`src/sv/pps_pkg.sv`:
```
// ----------------------------------------------------------------------------
// pps_pkg
// Types and constants shared by the pure pursuit steering block.
// ----------------------------------------------------------------------------
package pps_pkg;

  // waypoint table size and index widths
  localparam int MAX_WAYPOINTS = 1024;
  localparam int IDX_W         = $clog2(MAX_WAYPOINTS);
  localparam int CNT_W         = $clog2(MAX_WAYPOINTS + 1);

  // table entry layout: x, y, speed
  localparam int COORD_W = 32;
  localparam int SPEED_W = 16;
  localparam int ENTRY_W = 2 * COORD_W + SPEED_W;

  // datapath widths
  localparam int CFG_W  = 20;
  localparam int L2_W   = 2 * CFG_W;
  localparam int DIFF_W = COORD_W + 1;
  localparam int SQ_W   = 2 * COORD_W;
  localparam int DIST_W = SQ_W + 1;
  localparam int ROT_W  = 23;
  localparam int PROD_W = ROT_W + DIFF_W;
  localparam int Y_W    = PROD_W + 1;
  localparam int YLO_W  = 29;
  localparam int G2_W   = CFG_W + 1;
  localparam int NUM_W  = G2_W + Y_W;
  localparam int Q_W    = 32;

  // configuration register indexes
  localparam logic [1:0] REG_LOOKAHEAD = 2'd0;
  localparam logic [1:0] REG_GAIN      = 2'd1;
  localparam logic [1:0] REG_WALK_ASC  = 2'd2;
  localparam logic [1:0] REG_ACTIVE    = 2'd3;

  // request kinds
  localparam logic ACT_WRITE = 1'b0;
  localparam logic ACT_POSE  = 1'b1;

  typedef enum logic [3:0] {
    ST_IDLE,
    ST_NEAR,
    ST_WALK,
    ST_ROT,
    ST_YSUM,
    ST_GAIN,
    ST_GSUM,
    ST_DIV,
    ST_DONE
  } state_t;

  // divider status back to the top level
  typedef struct packed {
    logic             done;
    logic             over;
    logic [Q_W-1:0]   quot;
  } div_res_t;

endpackage

```
`src/sv/pps_divider.sv`:
```
// ----------------------------------------------------------------------------
// pps_divider
// Restoring divider, one numerator bit per cycle, flags quotient overflow.
// ----------------------------------------------------------------------------
module pps_divider (
  input  logic                      clk,
  input  logic                      rst,
  input  logic                      go,
  input  logic [pps_pkg::NUM_W-1:0] num,
  input  logic [pps_pkg::L2_W-1:0]  den,
  output pps_pkg::div_res_t         res
);

  localparam int BIT_W = $clog2(pps_pkg::NUM_W);

  logic                      running;
  logic [BIT_W-1:0]          bidx;
  logic [pps_pkg::NUM_W-1:0] nsh;
  logic [pps_pkg::L2_W-1:0]  rem;
  logic [pps_pkg::L2_W-1:0]  dsr;
  logic [pps_pkg::Q_W-1:0]   quot;
  logic                      over;
  logic                      done;
  logic [pps_pkg::L2_W:0]    trial;
  logic                      ge;
  logic [pps_pkg::L2_W:0]    diff;

  // one trial subtraction
  always_comb begin
    trial = {rem, nsh[pps_pkg::NUM_W-1]};
    ge    = trial >= {1'b0, dsr};
    diff  = trial - {1'b0, dsr};
  end

  // control
  always_ff @(posedge clk) begin
    if (rst) begin
      running <= 1'b0;
      done    <= 1'b0;
    end else begin
      done <= 1'b0;
      if (go) begin
        running <= 1'b1;
      end else if (running && bidx == '0) begin
        running <= 1'b0;
        done    <= 1'b1;
      end
    end
  end

  // datapath
  always_ff @(posedge clk) begin
    if (go) begin
      bidx <= BIT_W'(pps_pkg::NUM_W - 1);
      nsh  <= num;
      dsr  <= (den == '0) ? pps_pkg::L2_W'(1) : den;
      rem  <= '0;
      quot <= '0;
      over <= 1'b0;
    end else if (running) begin
      bidx <= bidx - 1'b1;
      nsh  <= {nsh[pps_pkg::NUM_W-2:0], 1'b0};
      rem  <= ge ? diff[pps_pkg::L2_W-1:0] : trial[pps_pkg::L2_W-1:0];
      if (bidx >= BIT_W'(pps_pkg::Q_W)) begin
        over <= over | ge;
      end else begin
        quot <= {quot[pps_pkg::Q_W-2:0], ge};
      end
    end
  end

  assign res.done = done;
  assign res.over = over;
  assign res.quot = quot;

endmodule

```
`config.mk`:
```
export PLATFORM = sky130hd
export DESIGN_NAME = pps_divider
export DESIGN_NICKNAME = d
export VERILOG_FILES = /design/src/sv/pps_pkg.sv /design/src/sv/pps_divider.sv
export SDC_FILE = /design/constraint.sdc
export NUM_CORES = 1
export LEC_CHECK = 0
export CORE_ASPECT_RATIO = 0.5
export CORE_UTILIZATION = 60
export CTS_CLUSTER_SIZE = 12
export DETAILED_ROUTE_END_ITERATION = 6
export DONT_BUFFER_PORTS = 1
export PLACE_DENSITY = 0.87
export RECOVER_POWER = 50
export SLEW_MARGIN = 30
export SYNTH_ARGS = -nofsm -noshare
export SYNTH_HDL_FRONTEND = slang
export SYNTH_SLANG_ARGS = --single-unit
```
`constraint.sdc`:
```
create_clock -name clk -period 3.7 [get_ports clk]
set_input_delay 0.185 -clock clk [delete_from_list [all_inputs] [get_ports clk]]
set_output_delay 0.185 -clock clk [all_outputs]
set_load 0.1 [all_outputs]
```
==> results of run 1 <==
-- stage by stage --
step / worst slack (ns) / power (mW) / hold WS [ns] / cell area (um^2) / util [%]
floorplan: 0.791 / 3.35 / 0.257 / 10400 / -
global placement: 0.479 / 3.45 / 0.259 / 10300 / 62.0
detailed placement: 0.382 / 3.49 / 0.259 / 10300 / 62.0
CTS: 0.315 / 5.53 / 0.000475 / 12200 / 73.3
global route: 0.0289 / 5.77 / 0.0139 / 12300 / 73.7
finish: 0.232 / 5.57 / 0.0239 / 12300 / 73.7
-- Yosys cell counts (all sizes together), types with 8 or more instances --
| cell | number |
|---|---|
| clkbuf | 73 |
| inv | 54 |
| nor3 | 14 |
| nand2 | 111 |
| o21ai | 25 |
| a21o | 18 |
| dfxtp | 82 |
| mux2 | 78 |
| nand4 | 11 |
| xor2 | 17 |
| edfxtp | 118 |
| nor4 | 13 |
| buf | 17 |
| ha | 41 |
| o21bai | 9 |
| nor2b | 9 |
| xnor2 | 17 |
| a211oi | 34 |
| nor2 | 84 |
| a21oi | 97 |
| mux2i | 8 |
-- final timing paths --
check             slack, ns             startpoint  depth (start not counted)              endpoint
setup / recovery       0.23  dsr[15]$_SDFFCE_PN0P_                         12   rem[4]$_SDFFE_PP0P_
hold / removal         0.02                num[75]                          1     nsh[75]$_DFFE_PP_
setup reg to reg       0.23  dsr[15]$_SDFFCE_PN0P_                         12   rem[4]$_SDFFE_PP0P_
hold reg to reg        0.47   bidx[4]$_SDFFE_PP0P_                          2  bidx[4]$_SDFFE_PP0P_
-- area by class of cell --
| type | instances | area share, % |
|---|---|---|
| Tap cell | 227 | 2.31 |
| Clock inverter | 12 | 1.23 |
| Clock buffer | 20 | 3.64 |
| Inverter | 54 | 1.65 |
| Multi-Input combinational cell | 676 | 37.5 |
| Antenna cell | 2 | 0.0408 |
| Sequential cell | 200 | 42.3 |
| Timing Repair Buffer | 136 | 11.4 |
-- worst max-delay path, stage by stage, from the launching register on --
cell and delay (ns):
edfxtp_1 0.33, inv_1 0.05, ha_1 0.48, nand2_1 0.17, o211ai_1 0.23, a41oi_1 0.19
nand3b_1 0.24, a211oi_2 0.30, o311ai_2 0.19, a31o_2 0.37, buf_4 0.27, a211o_1 0.27
a311oi_1 0.28
-- timing repair --
action / 4_1_cts / 5_1_grt
buffers inserted: 0 / 0
hold buffers: 126 / 4
resized for setup: 0 / 0
endpoints found under the hold margin: 232 / 4
-- routing by layer --
layer	part of all wire (%)	track usage, %	wire, um
met1	42	37.2	10900
met2	49	49.3	12600
met3	8.3	7.47	2150
met4	1.3	6.50	325
met5	0	0	0
-- cell usage in the layout (no fill, tap or decap), types with 5 or more instances in the layout --
| master | instances |
|---|---|
| o21bai_1 | 8 |
| a211oi_1 | 32 |
| inv_8 | 5 |
| o21ai_0 | 25 |
| o21a_1 | 5 |
| edfxtp_1 | 118 |
| nor4_1 | 13 |
| a21o_1 | 18 |
| mux2i_1 | 8 |
| a21oi_1 | 96 |
| inv_1 | 53 |
| xor2_1 | 17 |
| a31oi_1 | 7 |
| xnor2_1 | 17 |
| nor3_1 | 13 |
| nor2_1 | 84 |
| mux2_2 | 68 |
| nand3_1 | 5 |
| nor2b_1 | 9 |
| nand2b_1 | 5 |
| mux2_1 | 10 |
| nand2_1 | 110 |
| nand4_1 | 11 |
| ha_1 | 41 |
| dlygate4sd3_1 | 129 |
| dfxtp_1 | 82 |
| clkbuf_16 | 17 |
-- kinds of logic after synthesis --
kind of cell,share of synthesized area (%)
simple gates,12.1
fa+ha+maj,5.14
compound gates,15.0
mux,9.25
flops,50.0
xor+xnor,2.87
buf+inv,5.57
-- registers in the layout (all words and copies together) (netlist names) --
| name | cells |
|---|---|
| dsr | 40 |
| running | 1 |
| over | 1 |
| bidx | 7 |
| nsh | 78 |
| quot | 32 |
| rem | 40 |
| done | 1 |
-- report_power, final --
part           internal [mW]  switching [mW]  leakage (nW)
clock network          0.992           0.937         0.295
registers               2.55          0.0882          1.84
logic                  0.456           0.550          2.62
==> key figures, run 1 <==
Global routing
  – Largest net degree at the start of global routing: 144
  – First-pass GRT wire length: 40,000 um
  – Total GRT Usage: 28.8%
  – Grt total ovfl: 0
  – Antenna violations before repair: 2
  – Number of global-route vias before repair: 7,769

Yosys
  – Area leader, netlist: edfxtp_1
  – Top FF cell, synth: edfxtp_1
  – Synth Area per Inst: 10.2 um^2
  – Synthesized area: 0.0104 mm^2
  – Post-synth EDFFs: 118
  – Synthesized Nets: 1,183
  – Largest cells by area after synthesis: edfxtp_1, dfxtp_1, mux2_2
  – #FFs+latches synth: 200
  – Post-synth top area share: 34.2%
  – Warnings from Yosys: 0
  – Post-Syn Instances: 1,020
  – Ys async rst share: 0%
  – Seq/Total Area, Yosys: 50.0%
  – Synth unique cells: 67

STA
  – Endpoints failing setup: 0
  – Max Transition Viols Final: 0
  – Peak Freq: 288 MHz
  – Worst Tran Pin Value: 1.38 ns
  – Fin Clk Skew: 0.0162 ns
  – Total Neg Setup Slack: 0 ns
  – Fin crit period: 3.47 ns
  – Final hold viol count: 0
  – Slew headroom: 7.74%
  – Final period util: 93.7%
  – RSZ-0062 raised after global routing: no

Drt
  – DRC: 0
  – Routed Antenna Nets: 0
  – Drt pass-1 iters: 6
  – Vias per inst: 6.08
  – Routed WL: 25,900 um
  – DR WL/cell: 19.5 um
  – Detailed Route Iter0 Violations: 881
  – Vias: 8,070

Clock network
  – Number of H-tree levels: 4
  – Root Driver: clkbuf_16
  – Clk buf depth: 2
  – Num CTS Buffers: 17
  – CTS tree: yes
  – Skew-Pair Late Insertion Delay: 0.43 ns
  – Reg clk slew, reported paths: 0.08 ns
  – Clock sink total: 200

Worst setup path
  – Crit path capture type: flip-flop
  – CP Launch Type: flip-flop
  – Worst EP arrival: 3.80 ns
  – Crit path required time: 4.03 ns
  – Crit-path max FO: 29
  – WS Path Type: reg -> reg

Final layout
  – Fillers: 1,080
  – Area grow syn2layout: 18.4%
  – Nets: 1,248
  – Fraction of layout cells with a size suffix above 1: 11.0%
  – Post-route insts no fill: 1,327
  – Multi-input gate area: 0.00460 mm^2
  – FF+latch area: 0.00518 mm^2

Floorplanning
  – Initial Utilization: 62.3%
  – Die area: 0.0178 mm^2
  – Die Ht: 94.9 um
  – Placeable Area: 0.0166 mm^2
  – Std cell rows: 33
  – Die W: 188 um
  – # IOs: 155

Worst hold path
  – Min-Delay Path Class: in -> reg

Pwr
  – Power Density: 454 mW/mm^2
  – Leakage: 4.76 nW
  – Largest vdd supply drop: 0.353 mV

Placement
  – Port bufs: 0
  – Placed instance count: 1,162
  – Final Wtd Congestion: 0.932
  – DPL Wire Length: 15,100 um

Status
  – Status: complete, no violations

Job
  – Max_cap viols: 0
Power figures use the tool's default switching activity.
==> run 2: changes to the inputs <==
--- a/config.mk
+++ b/config.mk
@@ -10,6 +10,7 @@
 export CTS_CLUSTER_SIZE = 12
 export DETAILED_ROUTE_END_ITERATION = 6
 export DONT_BUFFER_PORTS = 1
+export MAX_ROUTING_LAYER = met4
 export PLACE_DENSITY = 0.87
 export RECOVER_POWER = 50
 export SLEW_MARGIN = 30
==> run 2 against run 1 <==
The flow now finishes with violations (capacitance limit, slew limit). Combinational power is essentially flat. Hold slack is essentially flat. Final area shrank 0.58%. Core utilization shrank 0.43 points. Sequential share of layout area grew 0.25 points. First-iteration DRC count shrank 12%. Clock-buffer cell count is the same. Highest routed layer unchanged.
==> key figures, run 2 (synthesized netlist as in run 1, its figures left out) <==
Status
  – Status: finished, violations left
  – Violated checks: capacitance limit, slew limit

Floorplanning
  – Die area: 0.0178 mm^2 (unchanged)
  – Initial Utilization: 62.3% (unchanged)
  – Die W: 188 um (unchanged)
  – Placeable Area: 0.0166 mm^2 (unchanged)
  – # IOs: 155 (unchanged)
  – Std cell rows: 33 (unchanged)
  – Die Ht: 94.9 um (unchanged)

Clock network
  – Skew-Pair Late Insertion Delay: 0.43 ns (about the same)
  – CTS tree: yes
  – Number of H-tree levels: 4 (unchanged)
  – Num CTS Buffers: 17 (unchanged)
  – Reg clk slew, reported paths: 0.08 ns (about the same)
  – Clock sink total: 200 (unchanged)
  – Setup bufs post-CTS: 0 (unchanged)
  – Clk buf depth: 2 (unchanged)
  – Root Driver: clkbuf_16

STA
  – Final period util: 93.3% (-0.41 points)
  – Total Neg Setup Slack: 0 ns (unchanged)
  – RSZ-0062 raised after global routing: no
  – Max Transition Viols Final: 116 (+116)
  – Final hold viol count: 0 (unchanged)
  – Fin crit period: 3.45 ns (-0.0151 ns)
  – Worst Tran Pin Value: 2.09 ns (+0.710 ns)
  – Endpoints failing setup: 0 (unchanged)
  – Fin Clk Skew: 0.00981 ns (-0.00640 ns)
  – Slew headroom: -39.6% (-47 points)
  – Peak Freq: 290 MHz (+0.44%)

Worst setup path
  – Worst EP arrival: 3.67 ns (-0.13 ns)
  – Worst path slowest cell: buf_4
  – Most frequent CP cell: a21oi_1
  – CP Launch Type: flip-flop
  – Critical Path Max Stage Delay: 0.38 ns (-0.10 ns)
  – WS Path Type: reg -> reg
  – Crit-path max FO: 34 (+17%)
  – Critical path, cell by cell: inv_1 > ha_1 > a21oi_1 > o211ai_1 > a41oi_1 > nand3b_1 > a211oi_2 > o311ai_2 > a31o_2 > buf_4 > nor2_1 > a21oi_1 > a211oi_1
  – Crit path capture type: flip-flop
  – Crit path required time: 3.92 ns (-0.11 ns)

Final layout
  – Nets: 1,240 (-0.64%)
  – Fillers: 1,072 (-0.74%)
  – Most frequent cells in the layout: dlygate4sd3_1, edfxtp_1, nand2_1
  – Largest register FFs: 78 (unchanged)
  – Fraction of layout cells with a size suffix above 1: 11.8% (+0.81 points)
  – Most common cell after layout, fill and taps aside: dlygate4sd3_1
  – Biggest regs: nsh x78, dsr x40, rem x40
  – Largest register by flop count: nsh
  – Area grow syn2layout: 17.7%

Drt
  – DR WL/cell: 18.9 um (-3.5%)
  – Vias per inst: 6.02 (-0.94%)
  – Routed WL: 24,900 um (-4.1%)
  – Drt pass-1 iters: 5 (-1)
  – Routed Antenna Nets: 0 (unchanged)
  – Vias: 7,946 (-1.5%)
  – DRC: 0 (unchanged)
  – Detailed Route Iter0 Violations: 772 (-12%)

Global routing
  – Largest net degree at the start of global routing: 143 (-0.69%)
  – Total GRT Usage: 28.9% (about the same)
  – Grt total ovfl: 0 (unchanged)
  – First-pass GRT wire length: 38,900 um (-2.7%)
  – Antenna violations before repair: 2 (unchanged)
  – Number of global-route vias before repair: 7,540 (-2.9%)

Pwr
  – Leakage: 4.73 nW (-0.60%)
  – Pwr Total: 5.55 mW (-0.31%)
  – Power Density: 455 mW/mm^2 (+0.27%)
  – Largest vdd supply drop: 0.311 mV (-12%)

Job
  – Max_cap viols: 2 (+2)

Placement
  – DPL Wire Length: 14,700 um (-2.1%)
  – Port bufs: 0 (unchanged)
  – Final Wtd Congestion: 0.930 (-0.29%)

Worst hold path
  – Min-Delay Path Class: in -> reg
run 2: cell count changes in the layout (fill, tap and decap cells not counted), sizes merged:
cell and change:
dlygate4sd3 -9, clkinv +5, clkbuf +1, bufinv -1, inv -4
run 2: layout make-up:
type	count	area, um^2	area share [%]
sequential	200	5180	42.5
timing repair buffer	128	1310	10.7
clock inverter	12	129	1.06
multi-input combinational	676	4600	37.7
inverter	54	203	1.66
clock buffer	20	480	3.94
tap	227	284	2.33
antenna	2	5.00	0.0410
run 2: path summary, 6_finish.rpt:
check	startpoint	endpoint	slack, ns	cells after the start
worst min register to register	bidx[4]$_SDFFE_PP0P_	bidx[4]$_SDFFE_PP0P_	0.49	2
worst max register to register	dsr[14]$_SDFFCE_PN0P_	rem[14]$_SDFFE_PP0P_	0.25	13
worst min-delay path	num[75]	nsh[75]$_DFFE_PP_	0.02	1
worst max-delay path	dsr[14]$_SDFFCE_PN0P_	rem[14]$_SDFFE_PP0P_	0.25	13
run 2: routing by layer:
| metal | vias to the layer above | global-route usage [%] | wire length [um] |
|---|---|---|---|
| li1 | 3750 | - | - |
| met1 | 3796 | 36.9 | 10600 |
| met2 | 371 | 47.7 | 12000 |
| met3 | 29 | 5.76 | 1960 |
| met4 | 0 | 6.71 | 340 |
| met5 | - | - | 0 |
run 2: report_power, final:
group	switching, mW	total, mW	internal [mW]
combinational	0.543	0.994	0.451
sequential	0.0867	2.64	2.55
clock	0.940	1.92	0.985
total	1.57	5.55	3.98
run 2: repair_timing:
item	4_1_cts	5_1_grt
resized for setup	0	0
endpoints found under the hold margin	234	2
hold buffers	122	1
run 2: stage by stage:
step                      instance area (um^2)  instances  utilization [%]  setup WS [ns]  hold slack (ns)
final                                    12200       1319             73.3          0.247           0.0240
after global routing                     12200       1319             73.3         0.0552           0.0104
after CTS                                12200       1315             73.2          0.315          0.00102
after detailed placement                 10300       1161             62.0          0.422            0.259
after global placement                   10300       1161             62.0          0.503            0.260
after floorplan                          10400       1020                -          0.791            0.257
run 2: worst max-delay path, delay by kind of cell (launching register included):
kind | cells | cell delay [ns]
buf+inv | 2 | 0.47
fa+ha+maj | 1 | 0.32
compound gates | 8 | 1.79
simple gates | 2 | 0.28
flops | 1 | 0.36
==> run 3: changes to the inputs <==
--- a/config.mk
+++ b/config.mk
@@ -6,6 +6,7 @@
 export NUM_CORES = 1
 export LEC_CHECK = 0
 export CORE_ASPECT_RATIO = 0.5
+export CORE_MARGIN = 1.5
 export CORE_UTILIZATION = 60
 export CTS_CLUSTER_SIZE = 12
 export DETAILED_ROUTE_END_ITERATION = 6
==> run 3 against run 2 <==
The run ends with DRC left. Register-to-register slack worse by 0.04 ns. Critical endpoint is now rem[38]$_SDFFE_PP0P_. Final area is 0.15% higher. Critical path type unchanged. Total power is 0.28% higher. Cell count hardly changed. Fmax is 1.1% lower. Clock-buffer cell count stayed put. Die area is 1.6% higher.
==> key figures, run 3 (synthesized netlist as in run 1, its figures left out) <==
Status
  – Status: finished, violations left
  – Violated checks: DRC

Drt
  – Routed Antenna Nets: 0 (unchanged)
  – Drt pass-1 iters: 7 (+2)
  – Routed WL: 26,700 um (+7.4%)
  – Vias per inst: 6.17 (+2.5%)
  – DRC: 1 (+1)
  – Detailed Route Iter0 Violations: 939 (+22%)
  – DR WL/cell: 20.2 um (+7.3%)
  – Vias: 8,149 (+2.6%)

Floorplanning
  – Placeable Area: 0.0166 mm^2 (unchanged)
  – Die area: 0.0181 mm^2 (+1.6%)
  – Initial Utilization: 62.3% (unchanged)
  – Die W: 189 um (+0.53%)
  – # IOs: 155 (unchanged)
  – Die Ht: 95.9 um (+1.1%)
  – Std cell rows: 33 (unchanged)

Final layout
  – Largest register by flop count: nsh
  – Largest register FFs: 78 (unchanged)
  – Fraction of layout cells with a size suffix above 1: 11.7% (-0.12 points)
  – Area grow syn2layout: 17.9%
  – Nets: 1,243 (+0.24%)
  – Most frequent cells in the layout: dlygate4sd3_1, edfxtp_1, nand2_1
  – Ant diodes: 0 (-2)
  – Biggest regs: nsh x78, dsr x40, rem x40
  – Most common cell after layout, fill and taps aside: dlygate4sd3_1

Worst setup path
  – Crit-path max FO: 16 (-53%)
  – Launching point of the worst reg2reg path: dsr[15]$_SDFFCE_PN0P_
  – WS Path Type: reg -> reg
  – CP Launch Point: dsr[15]$_SDFFCE_PN0P_
  – Worst EP arrival: 3.84 ns (+0.17 ns)
  – CP Launch Type: flip-flop
  – Crit path required time: 4.05 ns (+0.13 ns)
  – Crit path capture type: flip-flop

Worst hold path
  – Min-Delay Path Class: in -> reg
  – Beginning of the worst hold path: go

Pwr
  – Power Density: 456 mW/mm^2 (+0.12%)
  – Pwr Total: 5.57 mW (+0.28%)
  – Leakage: 4.74 nW (+0.26%)
  – Largest vdd supply drop: 0.383 mV (+23%)

Global routing
  – Total GRT Usage: 30.7% (+1.8 points)
  – Antenna violations before repair: 0 (-2)
  – Number of global-route vias before repair: 7,936 (+5.3%)
  – First-pass GRT wire length: 41,500 um (+6.8%)
  – Largest net degree at the start of global routing: 145 (+1.4%)
  – Grt total ovfl: 0 (unchanged)

STA
  – Worst Tran Pin Value: 1.10 ns (-0.998 ns)
  – Endpoints failing setup: 0 (unchanged)
  – Final hold viol count: 0 (unchanged)
  – RSZ-0062 raised after global routing: no
  – Final period util: 94.3% (+1.0 points)
  – Fin crit period: 3.49 ns (+0.0370 ns)
  – Fin Clk Skew: 0.0158 ns (+0.00596 ns)
  – Max Transition Viols Final: 0 (-100%)
  – Total Neg Setup Slack: 0 ns (unchanged)
  – Peak Freq: 287 MHz (-1.1%)
  – Slew headroom: 26.8% (+66 points)

Clock network
  – Num CTS Buffers: 17 (unchanged)
  – CTS tree: yes
  – PostCTS Resize Cnt: 0 (unchanged)
  – Clock sink total: 200 (unchanged)
  – Skew-Pair Late Insertion Delay: 0.43 ns (about the same)
  – Clk buf depth: 2 (unchanged)
  – Root Driver: clkbuf_16
  – Reg clk slew, reported paths: 0.08 ns (about the same)
  – Number of H-tree levels: 4 (unchanged)

Placement
  – Final Wtd Congestion: 0.930 (about the same)
  – DPL Wire Length: 15,800 um (+7.0%)
  – Port bufs: 0 (unchanged)

Job
  – Max_cap viols: 0 (-2)
-- run 3: changes by cell type in the layout (fill, tap and decap cells not counted), moves of 2 or more --
cell,previous run,this run
dlygate4sd3_1,120,124
mux2_1,4,7
mux2_2,74,71
clkbuf_2,2,0
clkbuf_8,0,2
diode_2,2,0
-- run 3: where the power goes --
part / internal, mW / leakage [nW] / switching [mW]
Sequential: 2.55 / 1.84 / 0.0993
Combinational: 0.454 / 2.59 / 0.552
Clock: 0.978 / 0.300 / 0.937
Total: 3.98 / 4.74 / 1.59
-- run 3: path summary, 6_finish.rpt --
| path | endpoint | slack, ns | cells past startpoint |
|---|---|---|---|
| min reg2reg | bidx[4]$_SDFFE_PP0P_ | 0.47 | 2 |
| max | rem[38]$_SDFFE_PP0P_ | 0.21 | 11 |
| max reg2reg | rem[38]$_SDFFE_PP0P_ | 0.21 | 11 |
| min | nsh[9]$_DFFE_PP_ | 0.02 | 1 |
-- run 3: metrics by stage --
stage | worst slack (ns) | cells | util, % | instance area, um^2 | hold slack, ns
after floorplan | 0.791 | 1020 | - | 10400 | 0.257
after global placement | 0.492 | 1162 | 62.1 | 10300 | 0.258
after detailed placement | 0.413 | 1162 | 62.1 | 10300 | 0.260
after CTS | 0.297 | 1319 | 73.4 | 12200 | 0.00162
after global routing | 0.0689 | 1320 | 73.4 | 12200 | 0.0126
final | 0.210 | 1320 | 73.4 | 12200 | 0.0163
-- run 3: cell type report --
cell class | count | area (um^2)
Clock buffer | 20 | 478
Clock inverter | 12 | 124
Fill cell | 1101 | 4420
Inverter | 54 | 203
Multi-Input combinational cell | 676 | 4600
Sequential cell | 200 | 5190
Tap cell | 227 | 284
Timing Repair Buffer | 131 | 1340
-- run 3: critical path, stage by stage (launching register included) --
cell and delay, ns:
edfxtp_1 0.33, inv_1 0.06, ha_1 0.50, nand2_1 0.17, o211ai_1 0.22, a41oi_1 0.17, nand3b_1 0.24, a211oi_2 0.29
o311ai_2 0.20, a31o_2 0.42, or4_4 0.58, a311oi_2 0.23
-- run 3: per-layer routing --
layer | GRT usage, % | vias to the layer above | share of wire [%]
met3 | 6.85 | 54 | 7.9
met4 | 9.13 | 0 | 1.7
met1 | 37.7 | 3915 | 42
met5 | - | - | 0
met2 | 51.7 | 412 | 49
li1 | - | 3768 | -
-- run 3: what timing repair did --
action,in CTS,in global routing
hold buffers,125,1
endpoints found under the hold margin,235,1
buffers inserted,0,0
